[config.mk]
export PLATFORM = sky130hd
export DESIGN_NAME = http_response_stream_parser
export DESIGN_NICKNAME = d
export VERILOG_FILES = /design/src/rtl/core/hrsp_pkg.sv /design/src/rtl/core/hrsp_parser_core.sv /design/src/rtl/core/hrsp_out_reg.sv /design/src/rtl/core/http_response_stream_parser.sv
export VERILOG_INCLUDE_DIRS = /design/src /design/src/rtl/core
export SDC_FILE = /design/constraint.sdc
export NUM_CORES = 1
export LEC_CHECK = 0
export BUFFER_PORTS_ARGS = -buffer_cell sky130_fd_sc_hd__buf_2
export CAP_MARGIN = 20
export CELL_PAD_IN_SITES_DETAIL_PLACEMENT = 0
export CELL_PAD_IN_SITES_GLOBAL_PLACEMENT = 1
export CORE_MARGIN = 5
export CORE_UTILIZATION = 52
export CTS_BUF_LIST = sky130_fd_sc_hd__clkbuf_4 sky130_fd_sc_hd__clkbuf_8
export CTS_CLUSTER_SIZE = 40
export DETAILED_ROUTE_END_ITERATION = 10
export PLACE_DENSITY = 0.95
export RECOVER_POWER = 50
export SETUP_SLACK_MARGIN = 0.3
export SLEW_MARGIN = 0
export SYNTH_ARGS = -nofsm -noshare
export SYNTH_HDL_FRONTEND = slang
export SYNTH_SLANG_ARGS = --single-unit
[constraint.sdc]
create_clock -name clock -period 21.3 [get_ports clock]
set_clock_uncertainty 0.2 [all_clocks]
set_input_delay 1.065 -clock clock [delete_from_list [all_inputs] [get_ports clock]]
set_output_delay 1.065 -clock clock [all_outputs]
set_load 0.01 [all_outputs]
[src/rtl/core/http_response_stream_parser_assert.svh]
// Assertion macros used by the RTL file that carries assertions.
`ifndef HTTP_RESPONSE_STREAM_PARSER_ASSERT_SVH
`define HTTP_RESPONSE_STREAM_PARSER_ASSERT_SVH

// Same-cycle implication, disabled while reset is high.
`define HRSP_ASSERT_IMPL(name, clk, rst, ante, cons) \
   name: assert property (@(posedge clk) disable iff (rst) (ante) |-> (cons)) \
      else $error("hrsp assertion failed (same-cycle implication)");

// Next-cycle implication, disabled while reset is high.
`define HRSP_ASSERT_NEXT(name, clk, rst, ante, cons) \
   name: assert property (@(posedge clk) disable iff (rst) (ante) |=> (cons)) \
      else $error("hrsp assertion failed (next-cycle implication)");

`endif

[src/rtl/core/hrsp_pkg.sv]
`default_nettype none

package hrsp_pkg;

   localparam int DEF_LINE_COUNT_BITS = 12;
   localparam int DEF_BODY_COUNT_BITS = 31;

   localparam logic [7:0] CH_CR    = 8'h0D;
   localparam logic [7:0] CH_LF    = 8'h0A;
   localparam logic [7:0] CH_DOT   = 8'h2E;
   localparam logic [7:0] CH_SPACE = 8'h20;
   localparam logic [7:0] CH_COLON = 8'h3A;
   localparam logic [7:0] CH_ZERO  = 8'h30;
   localparam logic [7:0] CH_NINE  = 8'h39;

   localparam int          CL_NAME_LEN = 14;
   localparam int          PROTO_LEN   = 5;
   localparam logic [31:0] VAL_MAX     = 32'h7FFF_FFFF;
   localparam logic [31:0] VER_MAX     = 32'd255;
   localparam logic [31:0] STATUS_MAX  = 32'd999;

   typedef enum logic [2:0] {
      PH_VERSION = 3'd0,
      PH_STATUS  = 3'd1,
      PH_REASON  = 3'd2,
      PH_HEADERS = 3'd3,
      PH_BODY    = 3'd4,
      PH_DONE    = 3'd5
   } phase_type;

   typedef enum logic [3:0] {
      EV_NONE        = 4'd0,
      EV_VERSION     = 4'd1,
      EV_STATUS      = 4'd2,
      EV_REASON_END  = 4'd3,
      EV_HEADER      = 4'd4,
      EV_HEADERS_END = 4'd5,
      EV_BODY_BYTE   = 4'd6,
      EV_ERROR       = 4'd7,
      EV_EXTRA       = 4'd8
   } event_type;

   typedef enum logic [2:0] {
      ERR_NONE        = 3'd0,
      ERR_BAD_VERSION = 3'd1,
      ERR_BAD_STATUS  = 3'd2,
      ERR_BAD_HEADER  = 3'd3,
      ERR_NO_LENGTH   = 3'd4
   } error_type;

   typedef struct packed {
      event_type   event_kind;
      error_type   error_kind;
      logic [7:0]  version_major;
      logic [7:0]  version_minor;
      logic [9:0]  resp_status;
      logic [11:0] text_length;
      logic [11:0] value_length;
      logic        is_content_length;
      logic [30:0] content_length;
      logic [7:0]  data_byte;
      logic        body_last;
      phase_type   phase;
   } rsp_payload_type;

   // Characters of the protocol prefix "HTTP/".
   function automatic logic [7:0] proto_char(input logic [2:0] idx);
      case (idx)
         3'd0:    return 8'h48;
         3'd1:    return 8'h54;
         3'd2:    return 8'h54;
         3'd3:    return 8'h50;
         3'd4:    return 8'h2F;
         default: return 8'h00;
      endcase
   endfunction

   // Lower-case spelling of the Content-Length header name.
   function automatic logic [7:0] cl_char(input logic [3:0] idx);
      case (idx)
         4'd0:    return 8'h63;
         4'd1:    return 8'h6F;
         4'd2:    return 8'h6E;
         4'd3:    return 8'h74;
         4'd4:    return 8'h65;
         4'd5:    return 8'h6E;
         4'd6:    return 8'h74;
         4'd7:    return 8'h2D;
         4'd8:    return 8'h6C;
         4'd9:    return 8'h65;
         4'd10:   return 8'h6E;
         4'd11:   return 8'h67;
         4'd12:   return 8'h74;
         4'd13:   return 8'h68;
         default: return 8'h00;
      endcase
   endfunction

   function automatic logic is_digit(input logic [7:0] ch);
      return (ch >= CH_ZERO) && (ch <= CH_NINE);
   endfunction

   // acc * 10 + digit, clamped to lim. The multiply by ten is two shifts and an add.
   function automatic logic [31:0] sat_digit(input logic [31:0] acc, input logic [7:0] ch,
                                             input logic [31:0] lim);
      logic [35:0] t;
      t = ({4'b0, acc} << 3) + ({4'b0, acc} << 1) + 36'(ch - CH_ZERO);
      return (t > {4'b0, lim}) ? lim : t[31:0];
   endfunction

endpackage

`default_nettype wire

[src/rtl/core/hrsp_parser_core.sv]
`default_nettype none

module hrsp_parser_core
   import hrsp_pkg::*;
#(
   parameter int LINE_COUNT_BITS = DEF_LINE_COUNT_BITS,
   parameter int BODY_COUNT_BITS = DEF_BODY_COUNT_BITS
) (
   input  wire logic            clock,
   input  wire logic            reset,
   input  wire logic            step_en,
   input  wire logic [7:0]      byte_in,
   input  wire logic            new_response,
   output rsp_payload_type      result
);

   localparam int LCB  = LINE_COUNT_BITS;
   localparam int BCB  = BODY_COUNT_BITS;
   localparam int CapW = (LCB > 12) ? LCB : 12;
   localparam logic [31:0] BodyMax = 32'((64'd1 << BCB) - 64'd1);

   // flags: bit 0 colon seen, bit 1 value started, bit 2 digit run ended.
   typedef struct packed {
      logic [LCB-1:0] lcnt;
      logic [LCB-1:0] kcnt;
      logic [2:0]     flags;
      logic           kmo;
      logic [30:0]    val;
      logic           cr;
   } line_type;

   typedef struct packed {
      phase_type      phase;
      logic [2:0]     prefix;
      logic [7:0]     major;
      logic [7:0]     minor;
      logic [2:0]     dflags;
      logic [9:0]     status;
      line_type       ln;
      logic           len_known;
      logic [BCB-1:0] body_rem;
   } state_type;

   localparam line_type LineClear = '{
      lcnt: '0, kcnt: '0, flags: '0, kmo: 1'b1, val: '0, cr: 1'b0
   };

   localparam state_type StateReset = '{
      phase: PH_VERSION, prefix: '0, major: '0, minor: '0, dflags: '0, status: '0,
      ln: LineClear, len_known: 1'b0, body_rem: '0
   };

   function automatic logic [LCB-1:0] inc_sat(input logic [LCB-1:0] v);
      return (v == {LCB{1'b1}}) ? v : v + LCB'(1);
   endfunction

   function automatic logic [11:0] cap12(input logic [LCB-1:0] v);
      logic [CapW-1:0] w;
      w = CapW'(v);
      return (w > CapW'(12'hFFF)) ? 12'hFFF : w[11:0];
   endfunction

   // One byte of a header line: key up to the colon, then the value.
   function automatic line_type hdr_content(input line_type l, input logic [7:0] ch);
      line_type   r;
      logic [7:0] low;
      r   = l;
      low = ((ch >= 8'h41) && (ch <= 8'h5A)) ? ch + 8'd32 : ch;
      if (!r.flags[0]) begin
         if (ch == CH_COLON) begin
            r.flags[0] = 1'b1;
         end else begin
            if (r.kcnt < LCB'(CL_NAME_LEN)) begin
               if (low != cl_char(r.kcnt[3:0])) r.kmo = 1'b0;
            end else begin
               r.kmo = 1'b0;
            end
            r.kcnt = inc_sat(r.kcnt);
         end
      end else if (r.flags[1] || (ch != CH_SPACE)) begin
         r.flags[1] = 1'b1;
         r.lcnt     = inc_sat(r.lcnt);
         if (!r.flags[2] && is_digit(ch)) begin
            r.val = 31'(sat_digit(32'(r.val), ch, VAL_MAX));
         end else begin
            r.flags[2] = 1'b1;
         end
      end
      return r;
   endfunction

   state_type      state_ff;
   state_type      state_in;
   state_type      cur;
   line_type       hdr_line;
   logic [LCB-1:0] reason_cnt;
   logic [BCB-1:0] body_dec;
   logic [BCB-1:0] body_from_val;
   logic [31:0]    val_wide;
   logic [31:0]    rem_wide;
   logic           is_cl;
   event_type      ev;
   error_type      err;

   assign cur      = new_response ? StateReset : state_ff;
   assign val_wide = {1'b0, cur.ln.val};
   assign rem_wide = 32'(cur.body_rem);
   assign body_from_val = (val_wide > BodyMax) ? BodyMax[BCB-1:0] : val_wide[BCB-1:0];
   assign body_dec = (cur.body_rem != '0) ? cur.body_rem - BCB'(1) : '0;
   assign is_cl    = cur.ln.kmo && (cur.ln.kcnt == LCB'(CL_NAME_LEN));

   always_comb begin
      state_in   = cur;
      result     = '0;
      ev         = EV_NONE;
      err        = ERR_NONE;
      reason_cnt = cur.ln.cr ? inc_sat(cur.ln.lcnt) : cur.ln.lcnt;
      hdr_line   = cur.ln.cr ? hdr_content(cur.ln, CH_CR) : cur.ln;
      hdr_line.cr = 1'b0;

      case (cur.phase)
         PH_VERSION: begin
            if (cur.prefix < 3'(PROTO_LEN)) begin
               if (byte_in == proto_char(cur.prefix)) state_in.prefix = cur.prefix + 3'd1;
               else err = ERR_BAD_VERSION;
            end else if (byte_in == CH_DOT) begin
               state_in.dflags  = {1'b0, cur.ln.lcnt != '0, 1'b1};
               state_in.minor   = '0;
               state_in.ln.lcnt = inc_sat(cur.ln.lcnt);
            end else if (byte_in == CH_SPACE) begin
               if (cur.dflags[2:1] == 2'b11) begin
                  ev                   = EV_VERSION;
                  result.version_major = cur.major;
                  result.version_minor = cur.minor;
                  state_in.phase       = PH_STATUS;
                  state_in.prefix      = '0;
                  state_in.status      = '0;
                  state_in.ln.lcnt     = '0;
               end else begin
                  err = ERR_BAD_VERSION;
               end
            end else if (is_digit(byte_in)) begin
               if (cur.dflags[0]) begin
                  state_in.minor     = 8'(sat_digit(32'(cur.minor), byte_in, VER_MAX));
                  state_in.dflags[2] = 1'b1;
               end else begin
                  state_in.major = 8'(sat_digit(32'(cur.major), byte_in, VER_MAX));
               end
               state_in.ln.lcnt = inc_sat(cur.ln.lcnt);
            end else begin
               err = ERR_BAD_VERSION;
            end
         end
         PH_STATUS: begin
            if (cur.prefix < 3'd3) begin
               if (is_digit(byte_in)) begin
                  state_in.status = 10'(sat_digit(32'(cur.status), byte_in, STATUS_MAX));
                  state_in.prefix = cur.prefix + 3'd1;
               end else begin
                  err = ERR_BAD_STATUS;
               end
            end else if (byte_in == CH_SPACE) begin
               ev                 = EV_STATUS;
               result.resp_status = cur.status;
               state_in.phase     = PH_REASON;
               state_in.ln        = LineClear;
            end else begin
               err = ERR_BAD_STATUS;
            end
         end
         PH_REASON: begin
            if (cur.ln.cr && (byte_in == CH_LF)) begin
               ev                 = EV_REASON_END;
               result.text_length = cap12(cur.ln.lcnt);
               state_in.phase     = PH_HEADERS;
               state_in.ln        = LineClear;
            end else begin
               // A CR opens a line end only once the phrase has a byte.
               state_in.ln.cr   = (byte_in == CH_CR) && (reason_cnt != '0);
               state_in.ln.lcnt = state_in.ln.cr ? reason_cnt : inc_sat(reason_cnt);
            end
         end
         PH_HEADERS: begin
            if (cur.ln.cr && (byte_in == CH_LF)) begin
               if ((cur.ln.kcnt == '0) && (cur.ln.flags == 3'b000)) begin
                  if (!cur.len_known) begin
                     err = ERR_NO_LENGTH;
                  end else begin
                     ev                    = EV_HEADERS_END;
                     result.content_length = rem_wide[30:0];
                     if (cur.body_rem == '0) begin
                        result.body_last = 1'b1;
                        state_in.phase   = PH_DONE;
                     end else begin
                        state_in.phase   = PH_BODY;
                     end
                     state_in.ln = LineClear;
                  end
               end else if (cur.ln.flags[0] && (cur.ln.kcnt != '0) && cur.ln.flags[1]) begin
                  ev                       = EV_HEADER;
                  result.text_length       = cap12(cur.ln.kcnt);
                  result.value_length      = cap12(cur.ln.lcnt);
                  result.is_content_length = is_cl;
                  if (is_cl) begin
                     result.content_length = cur.ln.val;
                     state_in.len_known    = 1'b1;
                     state_in.body_rem     = body_from_val;
                  end
                  state_in.ln = LineClear;
               end else begin
                  err = ERR_BAD_HEADER;
               end
            end else if (byte_in == CH_CR) begin
               state_in.ln    = hdr_line;
               state_in.ln.cr = 1'b1;
            end else begin
               state_in.ln = hdr_content(hdr_line, byte_in);
            end
         end
         PH_BODY: begin
            ev                = EV_BODY_BYTE;
            state_in.body_rem = body_dec;
            if (body_dec == '0) begin
               result.body_last = 1'b1;
               state_in.phase   = PH_DONE;
            end
         end
         default: begin
            ev = EV_EXTRA;
         end
      endcase

      if (err != ERR_NONE) begin
         ev             = EV_ERROR;
         state_in.phase = PH_DONE;
      end

      result.event_kind = ev;
      result.error_kind = err;
      result.data_byte  = byte_in;
      result.phase      = state_in.phase;
   end

   always_ff @(posedge clock) begin
      if (reset) begin
         state_ff <= StateReset;
      end else if (step_en) begin
         state_ff <= state_in;
      end
   end

endmodule

`default_nettype wire

[src/rtl/core/hrsp_out_reg.sv]
`default_nettype none

module hrsp_out_reg
   import hrsp_pkg::*;
(
   input  wire logic            clock,
   input  wire logic            reset,
   input  wire logic            load,
   input  wire rsp_payload_type payload_in,
   output logic                 ready,
   output logic                 valid,
   input  wire logic            take,
   output rsp_payload_type      payload
);

   logic            valid_ff;
   logic            valid_in;
   rsp_payload_type payload_ff;

   // The register can take a new result in the same cycle its old one leaves.
   assign ready    = !valid_ff || take;
   assign valid_in = load || (valid_ff && !take);
   assign valid    = valid_ff;
   assign payload  = payload_ff;

   always_ff @(posedge clock) begin
      if (reset) begin
         valid_ff <= 1'b0;
      end else begin
         valid_ff <= valid_in;
      end
   end

   always_ff @(posedge clock) begin
      if (load) begin
         payload_ff <= payload_in;
      end
   end

endmodule

`default_nettype wire

[src/rtl/core/http_response_stream_parser.sv]
// HTTP response parser for a byte stream.
// The req_ channel carries one response byte per transaction in req_tdata, with req_tuser
// set on the first byte of a new response to return the parser to the version phase.
// Every accepted byte yields exactly one rsp_ transaction: rsp_tuser gives the event kind
// (version, status, reason end, header, headers end, body byte, error, extra byte),
// rsp_tdata the decoded fields and an echo of the byte, and rsp_tlast marks the final body
// byte or a zero-length body.
// Each result is registered at the edge that accepts its byte. While results are taken,
// throughput is one byte per cycle; the per-byte parser update sits between the parser
// state registers and the result register, and both update on the same accepting edge.
// When the receiver stalls, the result register holds its transaction and req_tready
// drops; it rises again in the cycle the held result is taken, so no bubble is inserted.
// A synchronous reset clears the parser to the version phase and empties the result
// register. After an error or a complete body, bytes are reported as extra until a byte
// arrives with req_tuser set.
`default_nettype none

`include "http_response_stream_parser_assert.svh"

module http_response_stream_parser
   import hrsp_pkg::*;
#(
   parameter int LINE_COUNT_BITS = DEF_LINE_COUNT_BITS,
   parameter int BODY_COUNT_BITS = DEF_BODY_COUNT_BITS
) (
   input  wire logic        clock,
   input  wire logic        reset,

   input  wire logic        req_tvalid,
   output logic             req_tready,
   input  wire logic [7:0]  req_tdata,  // [7:0] byte_in
   input  wire logic [0:0]  req_tuser,  // [0] new_response

   output logic             rsp_tvalid,
   input  wire logic        rsp_tready,
   // [2:0] error_kind, [10:3] version_major, [18:11] version_minor, [28:19] resp_status,
   // [40:29] text_length, [52:41] value_length, [53] is_content_length,
   // [84:54] content_length, [92:85] data_byte, [95:93] phase
   output logic [95:0]      rsp_tdata,
   output logic [3:0]       rsp_tuser,  // [3:0] event_kind
   output logic             rsp_tlast   // body_last
);

   logic            req_accept;
   logic            stage_ready;
   rsp_payload_type step_result;
   rsp_payload_type rsp_payload;

   assign req_tready = stage_ready;
   assign req_accept = req_tvalid && stage_ready;

   // Parser state and the per-byte update.
   hrsp_parser_core #(
      .LINE_COUNT_BITS (LINE_COUNT_BITS),
      .BODY_COUNT_BITS (BODY_COUNT_BITS)
   ) u_core (
      .clock        (clock),
      .reset        (reset),
      .step_en      (req_accept),
      .byte_in      (req_tdata),
      .new_response (req_tuser[0]),
      .result       (step_result)
   );

   // Result register that decouples the two channels.
   hrsp_out_reg u_out (
      .clock      (clock),
      .reset      (reset),
      .load       (req_accept),
      .payload_in (step_result),
      .ready      (stage_ready),
      .valid      (rsp_tvalid),
      .take       (rsp_tready),
      .payload    (rsp_payload)
   );

   assign rsp_tdata = {
      rsp_payload.phase,
      rsp_payload.data_byte,
      rsp_payload.content_length,
      rsp_payload.is_content_length,
      rsp_payload.value_length,
      rsp_payload.text_length,
      rsp_payload.resp_status,
      rsp_payload.version_minor,
      rsp_payload.version_major,
      rsp_payload.error_kind
   };
   assign rsp_tuser = rsp_payload.event_kind;
   assign rsp_tlast = rsp_payload.body_last;

   // Every accepted byte leaves a result waiting in the next cycle.
   `HRSP_ASSERT_NEXT(a_accept_gives_result, clock, reset, req_accept, rsp_tvalid)

   // An error code travels only with the error event, and always with it.
   `HRSP_ASSERT_IMPL(a_error_code_pairs, clock, reset, rsp_tvalid,
                     (rsp_tuser == EV_ERROR) == (rsp_payload.error_kind != ERR_NONE))

   // The last-byte mark appears only on a body byte or at the end of the headers.
   `HRSP_ASSERT_IMPL(a_last_only_on_body, clock, reset, rsp_tvalid && rsp_tlast,
                     rsp_tuser == EV_BODY_BYTE || rsp_tuser == EV_HEADERS_END)

   // Errors and extra bytes leave the parser in the done phase.
   `HRSP_ASSERT_IMPL(a_error_ends_parse, clock, reset,
                     rsp_tvalid && (rsp_tuser == EV_ERROR || rsp_tuser == EV_EXTRA),
                     rsp_payload.phase == PH_DONE)

endmodule

`default_nettype wire
# Word-level counts from Yosys, hierarchy flattened
# Memory sizes are Yosys's and may differ from the RTL's.
# Index checks and enable logic that the tools add are counted.
dict set report op_classes {
  add_sub_neg 17
  order_cmp 15
  n_eq_ne 24
  muxes 143
  n_bitwise 7
  n_reduce_logical 33
}
# op count
set op_table {}
lappend op_table {{2-to-1 mux 60 bit} 7}
lappend op_table {{2-to-1 mux 31 bit} 9}
lappend op_table {{2-to-1 mux 12 bit} 20}
lappend op_table {{one-hot mux 48 bit (3 select lines)} 1}
lappend op_table {{2-to-1 mux 127 bit} 1}
lappend op_table {{2-to-1 mux 56 bit} 2}
lappend op_table {{2-to-1 mux 8 bit} 14}
lappend op_table {{2-to-1 mux 32 bit} 3}
lappend op_table {{2-to-1 mux 92 bit} 1}
lappend op_table {{> comparator 36 x 8 -> 1 bit (second input constant)} 2}
lappend op_table {{2-to-1 mux 3 bit} 21}
lappend op_table {{logical NOT 31 bit} 2}
lappend op_table {{one-hot mux 31 bit (2 select lines)} 1}
lappend op_table {{adder 12 x 1 -> 12 bit (second input constant)} 5}
lappend op_table {{equality test 12 bit (second input constant)} 5}
lappend op_table {{2-to-1 mux 10 bit} 5}
lappend op_table {{one-hot mux 12 bit (4 select lines)} 1}
lappend op_table {{2-to-1 mux 47 bit} 1}
lappend op_table {{2-to-1 mux 41 bit} 1}
lappend op_table {{adder 35 x 36 -> 36 bit} 1}
lappend op_table {{> comparator 36 x 10 -> 1 bit (second input constant)} 1}
lappend op_table {{> comparator 36 x 31 -> 1 bit (second input constant)} 1}
lappend op_table {{nonzero test 12 bit} 3}
lappend op_table {{adder 34 x 32 -> 35 bit} 1}
lappend op_table {{other kinds (59)} 130}
dict set report totals {
  register_bits 229
  rom_bits 224
  output_inout_bits 103
  memories 2
}
# memory words width read_ports rd_ports_with_merged_regs wr line
set memory_table {}
lappend memory_table {{(name not given)} 16 7 1 0 0 hrsp_pkg.sv:80} ;# case (idx)
lappend memory_table {{(name not given)} 16 7 1 0 0 hrsp_pkg.sv:80}

# Logic depth before layout (Yosys ltp)
dict set report depth {
  depth_word 24
  depth_mapped 32
}

# Hierarchy
# A second synthesis with hierarchy kept.
dict set report unflattened {
  cells_unflattened 2739
  area_unflattened_um2 21498.1
}
# mod instances cells_per_inst area_each_um2 seq_area_each_um2
set by_module_without_submodules {}
lappend by_module_without_submodules {hrsp_parser_core 1 2633 18412.7 2542.4}
lappend by_module_without_submodules {hrsp_out_reg 1 105 3079.2 3052.9}
lappend by_module_without_submodules {http_response_stream_parser 1 1 6.3 0.0}

# Worst setup path after synthesis
# OpenSTA, ideal clock, no wires.
dict set report synth_timing {
  path_kind {in2reg}
  start {input port req_tdata[6]}
  end {register u_core.state_ff[36] in the netlist's numbering}
  setup_time_ps 117
  arrival_time_ps 8156
  slack_ps 12827
  path_stages 18
  n_path_buf 3
  path_cell_list {clkbuf_1 nor3_1 inv_1 fa_1 inv_1 ha_1 clkbuf_1 a221o_1 a31oi_1 o31a_1 a211oi_1 mux2_2 o2111a_1 nor4_1 buf_2 nand3_1 a211o_1 a22o_1}
}
dict set report synth_via {
  elab_chain_len 10
}
# element line
set synth_rtl {}
lappend synth_rtl {{start, declared} http_response_stream_parser.sv:31} ;# input wire logic [7:0] req_tdata,
lappend synth_rtl {{subtractor 8 x 6 -> 9 bit} hrsp_pkg.sv:107} ;# t = ({4'b0, acc} << 3) + ({4'b0, acc} << 1) + 36'(ch - CH_ZERO);
lappend synth_rtl {{adder 35 x 36 -> 36 bit} hrsp_pkg.sv:107}
lappend synth_rtl {{> comparator 36 x 31 -> 1 bit} hrsp_pkg.sv:108} ;# return (t > {4'b0, lim}) ? lim : t[31:0];
lappend synth_rtl {{2-to-1 mux 31 bit} hrsp_pkg.sv:108}
lappend synth_rtl {{2-to-1 mux 31 bit} hrsp_parser_core.sv:83} ;# if (!r.flags[2] && is_digit(ch)) begin
lappend synth_rtl {{2-to-1 mux 31 bit} hrsp_parser_core.sv:80} ;# end else if (r.flags[1] || (ch != CH_SPACE)) begin
lappend synth_rtl {{2-to-1 mux 31 bit} hrsp_parser_core.sv:69} ;# if (!r.flags[0]) begin
lappend synth_rtl {{2-to-1 mux 60 bit} hrsp_parser_core.sv:213} ;# end else if (byte_in == CH_CR) begin
lappend synth_rtl {{2-to-1 mux 60 bit} hrsp_parser_core.sv:184} ;# if (cur.ln.cr && (byte_in == CH_LF)) begin
lappend synth_rtl {{one-hot mux 48 bit (3 select lines) *} hrsp_parser_core.sv:121} ;# case (cur.phase)
lappend synth_rtl {{end signal, assigned} hrsp_parser_core.sv:246} ;# state_ff <= StateReset;
lappend synth_rtl {{end signal, assigned} hrsp_parser_core.sv:248} ;# state_ff <= state_in;
lappend synth_rtl {{end, declared} hrsp_parser_core.sv:92} ;# state_type state_ff;
# Every way passes the cells marked *; elsewhere a longest branch is shown, timed or not.
# A chain may end at the register's enable or synchronous reset.

# Worst setup path after layout
dict set report layout_timing {
  start {input port rsp_tready}
  end {register u_core.state_ff[25] in the netlist's numbering}
}
dict set report layout_via {
  elab_chain_len 2
}
# element line
set layout_rtl {}
lappend layout_rtl {{start, declared} http_response_stream_parser.sv:35} ;# input wire logic rsp_tready,
lappend layout_rtl {{logical OR 1 bit} hrsp_out_reg.sv:21} ;# assign ready = !valid_ff || take;
lappend layout_rtl {{logical AND 1 bit} http_response_stream_parser.sv:50} ;# assign req_accept = req_tvalid && stage_ready;
# Every way passes these cells.

==> results by group <==
Outcome
  • Run status: finished with violations
  • Failing checks: max-capacitance violations, max-slew violations

Pwr
  • Power Dens Cells: 51.7 nW/um2
  • Max VDD drop: 31.0 uV
  • Leakage Power: 8.97 nW

Critical path
  • Kind of critical path: in -> reg
  • Cell chain of the critical path: buf_2, nand2b_1, nand2_2, clkbuf_1, clkinvlp_2, clkbuf_1, o21ai_2, a22oi_1, nor2_1
  • R2R depth: 8
  • CP arrival: 9.65 ns
  • Worst setup SP type: input port
  • R2r setup slk: 12.26 ns
  • CP Capture Type: flip-flop
  • Crit-path slowest cell: clkinvlp_2
  • WP data required: 21.63 ns
  • CP peak stage delay: 3.45 ns
  • Reg-to-reg startpoint: u_out.valid
  • Delay-heaviest family, CP: buffers and inverters
  • Crit-path most repeated cell: clkbuf_1
  • Worst path bufs/invs: 4
  • Reg-to-Reg End: u_core.state_ff[25]
  • Worst-path fanout max: 83
  • WP depth: 9

Timing
  • Final setup viols: 0
  • Slew Limit Fails: 267
  • Slew margin rel.: -163%
  • Final worst slack: 11.98 ns
  • Final period utilization: 43.8%
  • Final hold violation count: 0
  • Setup Total Neg Slack: 0 ns
  • Final min period: 9.32 ns
  • Tightest Pin Transition: 3.95 ns
  • F_max: 107 MHz
  • Hold WS: 0.238 ns
  • Unrepaired setup endpoints after global routing: false

Synthesis
  • Flops & latches, synth: 229
  • Number of synthesized flops with an enable pin: 101
  • Yosys cell types: 92
  • Syn Std Cell Area: 20700 um2
  • Avg Cell Area, Syn: 7.71 um2
  • Cell count after synthesis: 2691
  • Post-synthesis sequential area ratio: 27.0%
  • Synth Warn #: 0
  • Post-synth top flop: dfxtp_1
  • Mapped Nets: 2862
  • Ys async rst share: 0%

Finish
  • Sequential cell area: 5600 um2
  • Final #Nets: 2897
  • Area of the multi-input gates: 14000 um2
  • Area growth syn-to-layout: 8.01%
  • Fillers: 3836
  • Ratio of cells with drive above 1 in the final layout: 6.20%
  • Final design area excluding fillers: 22400 um2

Hold path
  • HP Class: reg -> reg
  • Worst hold stages: 2
  • Critical hold path startpoint: u_core.state_ff[55]
  • Worst Hold Path EP: u_core.state_ff[55]

Clocking
  • Post-CTS Resized: 0
  • CTS Buf Count: 43
  • H-tree depth: 2
  • Clock tree root buffer cell: clkbuf_8
  • Worst skew pair latency: 0.65 ns
  • # hold bufs at CTS: 0
  • Clock Sinks: 229
  • Clock Pin Slew Worst Setup and Hold Paths: 0.06 ns
  • TritonCTS clock tree: yes
  • CTS Buffer Depth: 3
  • Post-CTS Setup Bufs: 0

Placed design
  • DP Wirelength: 57900 um
  • Dpl cell area: 21600 um2
  • DP Worst Slack: 13.95 ns
  • Port bufs: 115
  • GPL Wtd Cong: 1.01

Global routing
  • Number of global-route vias before repair: 20500
  • Initial antenna violation count: 1
  • Total GRT Usage: 34.3%
  • Largest net degree at the start of global routing: 84
  • Gr ovfl total: 0
  • First-pass GRT wire length: 121000 um

Detailed routing
  • Vias per std cell: 6.68
  • First-pass DRT Iterations: 8
  • Final WL: 78600 um
  • Avg WL per Cell: 23.9 um
  • Post-route DRC: 0
  • Via count: 22000
  • DRT antenna net count: 0
  • First DRT Iteration DRCs: 2560

Floorplan
  • Starting density of the core: 52.3%
  • Die area: 44000 um2
  • I/O pins: 116
  • Die height: 210 um
  • Core Area: 39600 um2
  • Site Rows: 73
  • Die W: 210 um

Flow run
  • Max cap viols: 4
==> power by group <==
group,total (W),internal [W],switching [W],leakage [nW]
clock network,0.000471,0.000254,0.000217,0.491
logic,0.000198,0.0000602,0.000138,6.45
registers,0.000488,0.000474,0.0000135,2.03
==> worst max-delay path by stage <==
stage / start / slack, ns / endpoint
floorplan: req_tdata[6] / 12.83 / u_core.state_ff[36]
global placement: req_tuser / 14.06 / u_core.state_ff[39]
detailed placement: req_tuser / 13.95 / u_core.state_ff[39]
CTS: req_tuser / 14.60 / u_core.state_ff[39]
global route: rsp_tready / 11.53 / u_core.state_ff[8]
finish: rsp_tready / 11.98 / u_core.state_ff[25]
==> per-stage QoR <==
| step | power, W | util, % | cells |
|---|---|---|---|
| 6_report | 0.00116 | 56.5 | 3288 |
| 3_3_place_gp | 0.000687 | 54.6 | 3204 |
| 2_1_floorplan | 0.000625 | - | 2691 |
| 4_1_cts | 0.00116 | 56.9 | 3285 |
| 5_1_grt | 0.00120 | 56.5 | 3286 |
| 3_5_place_dp | 0.000690 | 54.6 | 3206 |
==> tightest hold or removal path: cells and delay by family, from the launching register on <==
family           cells  cell delay, ns
flip-flops           1            0.31
AND/OR/NAND/NOR      2            0.09
==> cells in the mapped netlist (74+ instances only) <==
master / number / area share (%)
a21oi_1: 220 / 5.3
clkbuf_1: 125 / 2.3
dfxtp_1: 128 / 12
edfxtp_1: 101 / 15
ha_1: 122 / 7.4
inv_1: 144 / 2.6
nand2_1: 286 / 5.2
nand3_1: 93 / 2.2
nor2_1: 257 / 4.7
nor3_1: 74 / 1.8
o21ai_0: 196 / 4.7
xnor2_1: 80 / 3.4
==> per-layer routing <==
| layer | vias up | track usage, % | part of all wire (%) |
|---|---|---|---|
| met3 | 283 | 6.88 | 9.9 |
| met1 | 10500 | 46.2 | 41 |
| met4 | 0 | 15.8 | 5.2 |
| met5 | - | 0 | 0 |
| li1 | 9916 | - | - |
| met2 | 1307 | 53.4 | 44 |
==> sequential cells by signal, summed over array words and instances (netlist names) <==
signal           count
u_out.valid          1
u_core.state_ff    127
u_out.payload      101
==> cells by family after synthesis <==
group                    share of synthesized area, %
AO/OA/AOI/OAI                                    26.2
flip-flops                                       27.0
adder cells (fa/ha/maj)                          10.9
AND/OR/NAND/NOR                                  23.5
XOR/XNOR                                         5.74
buffers and inverters                            5.68
multiplexers                                     1.10
==> final cells by class <==
| type | instances | share of cell area [%] |
|---|---|---|
| diodes | 3 | 0.0335 |
| clock buffers | 65 | 3.57 |
| clock inverters | 14 | 0.497 |
| inverters | 145 | 2.43 |
| multi-input cells | 2156 | 62.5 |
| flip-flops and latches | 229 | 25.0 |
| well taps | 525 | 2.93 |
| repair buffers | 151 | 3.10 |
==> placed cells by master, fill, tap and decap left out, drive strengths merged, types with 14 or more instances in the layout <==
cell type and instances:
xnor2 80, a221oi 14, xor2 56, nor4 44, a22o 20, fa 36
o221ai 18, or3 17, a21o 50, a22oi 37, nor3 77, o22ai 24
nor2 257, edfxtp 101, dfxtp 128, ha 122, inv 144, a21oi 221
nand4 26, nand2 287, o21a 16, buf 37, a211oi 36, o21bai 22
and2 23, nor2b 48, mux2i 15, o211ai 18, nand3 93, clkbuf 179
a31oi 39, and3 45, nand2b 25, o21ai 205
No activity file was read; power rests on OpenSTA's default activity.
